===== config.mk =====
export PLATFORM = sky130hd
export DESIGN_NAME = lpc_corr_mem
export DESIGN_NICKNAME = d
export VERILOG_FILES = /design/src/sv/lpc_pkg.sv /design/src/sv/lpc_corr_mem.sv
export SDC_FILE = /design/constraint.sdc
export NUM_CORES = 2
export LEC_CHECK = 0
export BUFFER_PORTS_ARGS = -buffer_cell sky130_fd_sc_hd__buf_2
export CAP_MARGIN = 10
export CORE_MARGIN = 2
export CORE_UTILIZATION = 45
export DETAILED_ROUTE_END_ITERATION = 10
export MAX_ROUTING_LAYER = met4
export PLACE_DENSITY = 0.63
export SETUP_SLACK_MARGIN = 0.15
export SYNTH_ARGS = -nofsm -noshare
export SYNTH_HDL_FRONTEND = slang
export SYNTH_MEMORY_MAX_BITS = 65536
export SYNTH_SLANG_ARGS = --single-unit

===== constraint.sdc =====
create_clock -name clk_i -period 3.5 [get_ports clk_i]
set_input_delay 0.525 -clock clk_i [delete_from_list [all_inputs] [get_ports clk_i]]
set_output_delay 0.525 -clock clk_i [all_outputs]
set_load 0.1 [all_outputs]

===== src/sv/lpc_pkg.sv =====
// shared constants and types of the lidar polar to cartesian converter
package lpc_pkg;

  localparam int unsigned STEPS_PER_CIRCLE = 360000;
  localparam int unsigned AZ_SCALE = 10;

  // pi/2 in Q2.30, split as whole and fractional multiples of one step
  localparam longint unsigned HALF_PI_Q30 = 64'd1686629713;
  localparam longint unsigned SIN_Q = HALF_PI_Q30 / STEPS_PER_CIRCLE;
  localparam longint unsigned SIN_R = HALF_PI_Q30 % STEPS_PER_CIRCLE;
  localparam longint unsigned SIN_NRECIP = (64'd1 << 37) / STEPS_PER_CIRCLE;

  // polynomial divisors and their 2^32 reciprocals
  localparam int unsigned SIN_ITERS = 5;
  localparam logic [6:0] SIN_DIV [SIN_ITERS] = '{7'd110, 7'd72, 7'd42, 7'd20, 7'd6};
  localparam logic [31:0] SIN_RECIP [SIN_ITERS] = '{
    32'((64'd1 << 32) / 64'd110),
    32'((64'd1 << 32) / 64'd72),
    32'((64'd1 << 32) / 64'd42),
    32'((64'd1 << 32) / 64'd20),
    32'((64'd1 << 32) / 64'd6)
  };

  // stages of the sine unit: seven fixed plus three per polynomial step
  localparam int unsigned SIN_LAT = 7 + 3 * SIN_ITERS;

  // kind of an input word
  typedef enum logic {
    KIND_LOAD  = 1'b0,
    KIND_POINT = 1'b1
  } kind_e;

  typedef logic [18:0] angle_t;

  typedef struct packed {
    logic [14:0] mag;
    logic        neg;
  } trig_t;

  typedef struct packed {
    logic signed [18:0] az;
    logic signed [17:0] el;
  } corr_t;

endpackage


===== src/sv/lpc_corr_mem.sv =====
// per-laser correction memory with reset-cleared entry valid bits
module lpc_corr_mem import lpc_pkg::*; #(
  parameter int unsigned DEPTH = 128,
  localparam int unsigned AW = (DEPTH > 1) ? $clog2(DEPTH) : 1
) (
  input  logic          clk_i,
  input  logic          rst_ni,
  input  logic          wr_en_i,
  input  logic [AW-1:0] wr_addr_i,
  input  corr_t         wr_data_i,
  input  logic          rd_en_i,
  input  logic [AW-1:0] rd_addr_i,
  output corr_t         rd_data_o
);

  corr_t            mem_q [DEPTH];
  logic [DEPTH-1:0] vld_q;
  corr_t            rd_q;
  logic             rd_vld_q;

  always_ff @(posedge clk_i) begin
    if (wr_en_i) begin
      mem_q[wr_addr_i] <= wr_data_i;
    end
    if (rd_en_i) begin
      rd_q <= mem_q[rd_addr_i];
    end
  end

  always_ff @(posedge clk_i or negedge rst_ni) begin
    if (!rst_ni) begin
      vld_q    <= '0;
      rd_vld_q <= 1'b0;
    end else begin
      if (wr_en_i) begin
        vld_q[wr_addr_i] <= 1'b1;
      end
      if (rd_en_i) begin
        rd_vld_q <= vld_q[rd_addr_i];
      end
    end
  end

  // never-loaded lasers read as zero corrections
  assign rd_data_o = rd_vld_q ? rd_q : '0;

endmodule


Word level (Yosys, flattened, before mapping):

Memories as Yosys holds them, arrays and structs flattened. A register that Yosys moved wholly into a read port is not among the register bits.
Cells that the tools add are included.

* output and inout port bits: 37
* memories kept: 1
* logic and storage cells: 15
* bits in registers: 129
* RAM bits: 4736
* input port bits: 55

* multiplexer cells: 7
* reductions and logical operators: 1
* bitwise gates (word level): 1
* $lt $le $gt $ge: 3

Memory list
* mem_q: words 128, width 37, read ports 1, clocked after memory_dff 1, write ports 1, RTL line lpc_corr_mem.sv:16 `corr_t mem_q [DEPTH];`

Operator list (count)
* $or 128x128->128: 1
* $mux 37: 1
* $lt 7x8->1 const B: 2
* $bmux 1 s7: 1
* $demux 1 s7: 1
* $ge 7x1->1 const B: 1
* $mux 1: 4
* $logic_and 1x1->1: 1

Longest topological paths before layout:

* depth after elaboration: 5
* mapped depth: 11
* mapped depth without buffers: 6

Worst setup path before layout:

Ideal clock, no wire load.

* path kind: input to register
* start point: in wr_addr_i[2]
* end point: mem mem_q[108][0] in the netlist's numbering (enable)
* arrival time: 3210 ps
* path slack: -143 ps
* stages on the path: 6
* setup time: 432 ps
* path buffers: 2
* required time: 3068 ps
* cells stage by stage: clkbuf_1 > or3b_2 > inv_1 > nand2_1 > clkbuf_1 > nor2_1

RTL lines
* start, declared: RTL line lpc_corr_mem.sv:9 `input logic [AW-1:0] wr_addr_i,`
* end, declared: RTL line lpc_corr_mem.sv:16

No word-level cell before the write port.

==> results_dict.tcl <==
set metrics [dict create \
    design.final.nets 8305 \
    detailedPlace.worstSlack_ns -0.5146 \
    routed_wirelength_mm 512.9 \
    worst_path_max_delay_cell "sky130_fd_sc_hd__dfrtp_1" \
    grt_max_degree 98 \
    first_global_vias 88543 \
    synth_compound_gate_area_share_pct 0.6065 \
    synth_xor_xnor_area_share_pct 0 \
    floorplan.io_pins 92 \
    y_dimension_of_the_die_um 646.3 \
    final_hold_violation_count 0 \
    synth_fa_ha_area_share_pct 0 \
    synth_edf_count 4773 \
    post_synth_instance_area_mm2 0.1857 \
    async_flop_share_pct 2.632 \
    mostFrequentLayoutCell "sky130_fd_sc_hd__edfxtp_1" \
    yosysUniqueCellTypes 39 \
    wire_length_of_the_first_global_routing_pass_mm 711.9 \
    worst-endpoint-required_ns 2.97 \
    fp.coreArea_mm2 0.4102 \
    clock_insertion_delay_worst_skew_ns 1.02 \
    final_cell_mix "sky130_fd_sc_hd__edfxtp_1 (4773), sky130_fd_sc_hd__mux4_2 (1502), sky130_fd_sc_hd__clkbuf_16 (472)" \
    post_synth_mux_area_share_pct 18.35 \
    critical_path.cell_chain "buf_4, and2_1, buf_4" \
    postLayoutCoreUtil_pct 52.77 \
    post_synth_inst_count 7399 \
    final.period_utilization_pct 94.18 \
    cap_viol_max_count 0 \
    crit_fanout 35 \
    startpoint_type_of_the_worst_setup_path "flip-flop" \
    slew_viol_final 0 \
    cpMostUsedCell "sky130_fd_sc_hd__buf_4" \
    synth_seq_area_share_pct 78.93 \
    place_hpwl_mm 302.8 \
    port_buffers 91 \
    critical_path.endpoint_type "output pin" \
    grt_util_all_layers_pct 25.30 \
    cts_tree "yes" \
    layout-drive-gt1-share_pct 37.20 \
    globalRoute.totalOverflow 0 \
    placementRows 235 \
    rsz_0062_raised_after_global_routing "no" \
    arrival_ns 2.77 \
    route.detailed.wl_per_inst_um 36.24 \
    clock_tree.root_cell "sky130_fd_sc_hd__clkbuf_16" \
    clk_pin_slew_ns 0.06 \
    layout.filler_cells 30591 \
    route.detailed.drc 0 \
    setup_viol_count_final 0 \
    ys_warn_count 0 \
    die_w_um 646.3 \
    postSynth.topFlopCell "sky130_fd_sc_hd__edfxtp_1" \
    yosys.area_share.simple_pct 1.144 \
    ys_ff_latch 4902 \
    drt_pre_antenna_iters 5 \
    initial_antenna_violation_count 52 \
    initial_core_util_pct 45.27 \
    area_growth_syn_to_layout_pct 16.58 \
    clkSinkCount 4902 \
    routed-via-count 88211 \
    maxSlewHeadroom_pct 11.33 \
    viasPerCell 6.232 \
    worst_slack_ns 0.2038 \
    synthesis.nets 7454 \
    htree_levels 5 \
    crit_family "buffers and inverters" \
    power.ir.vdd_worst_v 0.0005900 \
    leakagePower_nw 68.01 \
    fin_skew_ns 0.1148 \
    worst_pin_slew_ns 1.330 \
    gp_congestion 0.9063 \
    hp-class "input pin to flip-flop" \
    die-area_mm2 0.4178 \
    synth_top_family_by_area "multiplexers" \
    total_power_mw 122.2 \
    worstSetupPathType "flip-flop to output pin" \
    finalSetupTns_ns 0 \
    final.min_clock_period_ns 3.296 \
    achievable-frequency_mhz 303.4 \
    status "finished, final reports clean" \
    holdWs_ns 0.06925 \
    drt_first_iter_violations 13327 \
    ant_nets 0 \
    syn_avg_cell_area_um2 25.09 \
    clk_path_buf_depth 4 \
    critical_path_buf_inv_count 2 \
    timing.critical_path.slowest_cell_delay_ns 0.47 \
    pwr_cell_area_mw_per_mm2 564.5 \
    numCtsBuffers 472 \
]
sequential cells by signal, indices dropped and copies added, names as in the netlist:
signal	count
mem_q	4736
vld_q	128
rd_q	37
rd_vld_q	1
area by class of cell:
type,instances,area [um^2],area share (%)
Multi-Input combinational cell,2104,38330,17.71
Tap cell,5451,6820,3.151
Sequential cell,4902,146600,67.71
Antenna cell,55,137.6,0.06358
Inverter,8,30.03,0.01387
Timing Repair Buffer,762,9423,4.353
Clock buffer,569,12210,5.639
Clock inverter,303,2957,1.366
repair_timing:
item,in CTS,in global routing
endpoints found under the hold margin,141,0
buffers inserted,0,0
hold buffers,5,0
endpoints found under the setup margin,6,0
gates resized for setup,6,0
routing by layer:
metal / wire length [um] / share of wire (%) / vias to the layer above / global-route usage, %
met5: 0 / 0 / - / -
met4: 20220 / 3.9 / 0 / 8.095
met3: 50790 / 9.9 / 778 / 4.414
met2: 245900 / 48 / 4846 / 39.19
met1: 196000 / 38 / 48493 / 34.55
li1: - / - / 34094 / -
logic make-up after synthesis:
group | after synthesis
flip-flops | 4902
multiplexers | 1525
AND/OR/NAND/NOR | 404
buffers and inverters | 393
AO/OA/AOI/OAI | 175
final timing paths:
path	start	endpoint	slack (ns)	depth (start not counted)
worst max register to register	mem_q[15][3]$_DFFE_PP_	rd_q[3]$_DFFE_PP_	0.63	4
worst max-delay path	rd_vld_q$_DFFE_PN0P_	rd_data_o[15]	0.20	3
max in group asynchronous	rst_ni	vld_q[122]$_DFFE_PN0P_	2.37	3
worst min-delay path	wr_data_i[11]	mem_q[1][11]$_DFFE_PP_	0.07	1
worst min register to register	vld_q[19]$_DFFE_PN0P_	vld_q[19]$_DFFE_PN0P_	0.46	1
min in group asynchronous	rst_ni	vld_q[32]$_DFFE_PN0P_	0.22	2
worst register-to-register path, delay by kind of cell, from the launching register on:
family | cells | cell delay [ns]
and+or+nand+nor | 1 | 0.17
AOI/OAI and AO/OA | 1 | 0.96
muxes | 2 | 1.08
DFF | 1 | 0.36
synthesized netlist by cell type, types with 2 or more instances:
master | n | share of area, %
sky130_fd_sc_hd__edfxtp_1 | 4773 | 77
sky130_fd_sc_hd__nand4_1 | 4 | 0.013
sky130_fd_sc_hd__mux2i_1 | 20 | 0.11
sky130_fd_sc_hd__buf_2 | 166 | 0.45
sky130_fd_sc_hd__o22ai_1 | 153 | 0.52
sky130_fd_sc_hd__a21oi_1 | 2 | 0.0054
sky130_fd_sc_hd__o221ai_1 | 3 | 0.014
sky130_fd_sc_hd__clkbuf_1 | 150 | 0.30
sky130_fd_sc_hd__inv_1 | 6 | 0.012
sky130_fd_sc_hd__dfrtp_1 | 129 | 1.7
sky130_fd_sc_hd__or3b_2 | 2 | 0.0094
sky130_fd_sc_hd__mux4_2 | 1502 | 18
sky130_fd_sc_hd__mux2_2 | 3 | 0.018
sky130_fd_sc_hd__nand3_1 | 19 | 0.051
sky130_fd_sc_hd__nand3b_1 | 6 | 0.024
sky130_fd_sc_hd__and2_1 | 37 | 0.12
sky130_fd_sc_hd__a211oi_1 | 6 | 0.024
sky130_fd_sc_hd__nand2_1 | 23 | 0.046
sky130_fd_sc_hd__nand2b_1 | 3 | 0.010
sky130_fd_sc_hd__nor4_1 | 37 | 0.12
sky130_fd_sc_hd__a31oi_1 | 2 | 0.0067
sky130_fd_sc_hd__a2111oi_0 | 2 | 0.0094
sky130_fd_sc_hd__or2_2 | 128 | 0.43
sky130_fd_sc_hd__buf_4 | 20 | 0.081
sky130_fd_sc_hd__buf_6 | 6 | 0.036
sky130_fd_sc_hd__nor2b_1 | 9 | 0.030
sky130_fd_sc_hd__nor2_1 | 134 | 0.27
sky130_fd_sc_hd__buf_1 | 43 | 0.087
power breakdown:
part / total [mW] / switching, mW / internal [mW] / leakage, nW
Combinational: 6.99 / 4.27 / 2.73 / 16.0
Clock: 50.1 / 22.1 / 28.0 / 7.41
Sequential: 65.1 / 0.259 / 64.9 / 44.6
Total: 122 / 26.6 / 95.6 / 68.0
stage by stage:
| stage | std cells | instance area [um^2] |
|---|---|---|
| CTS | 14099 | 216300 |
| global route | 14136 | 216400 |
| floorplan | 7399 | 185700 |
| global placement | 13222 | 201100 |
| finish | 14154 | 216500 |
| detailed placement | 13222 | 201100 |
(Power assumes the default switching activity.)
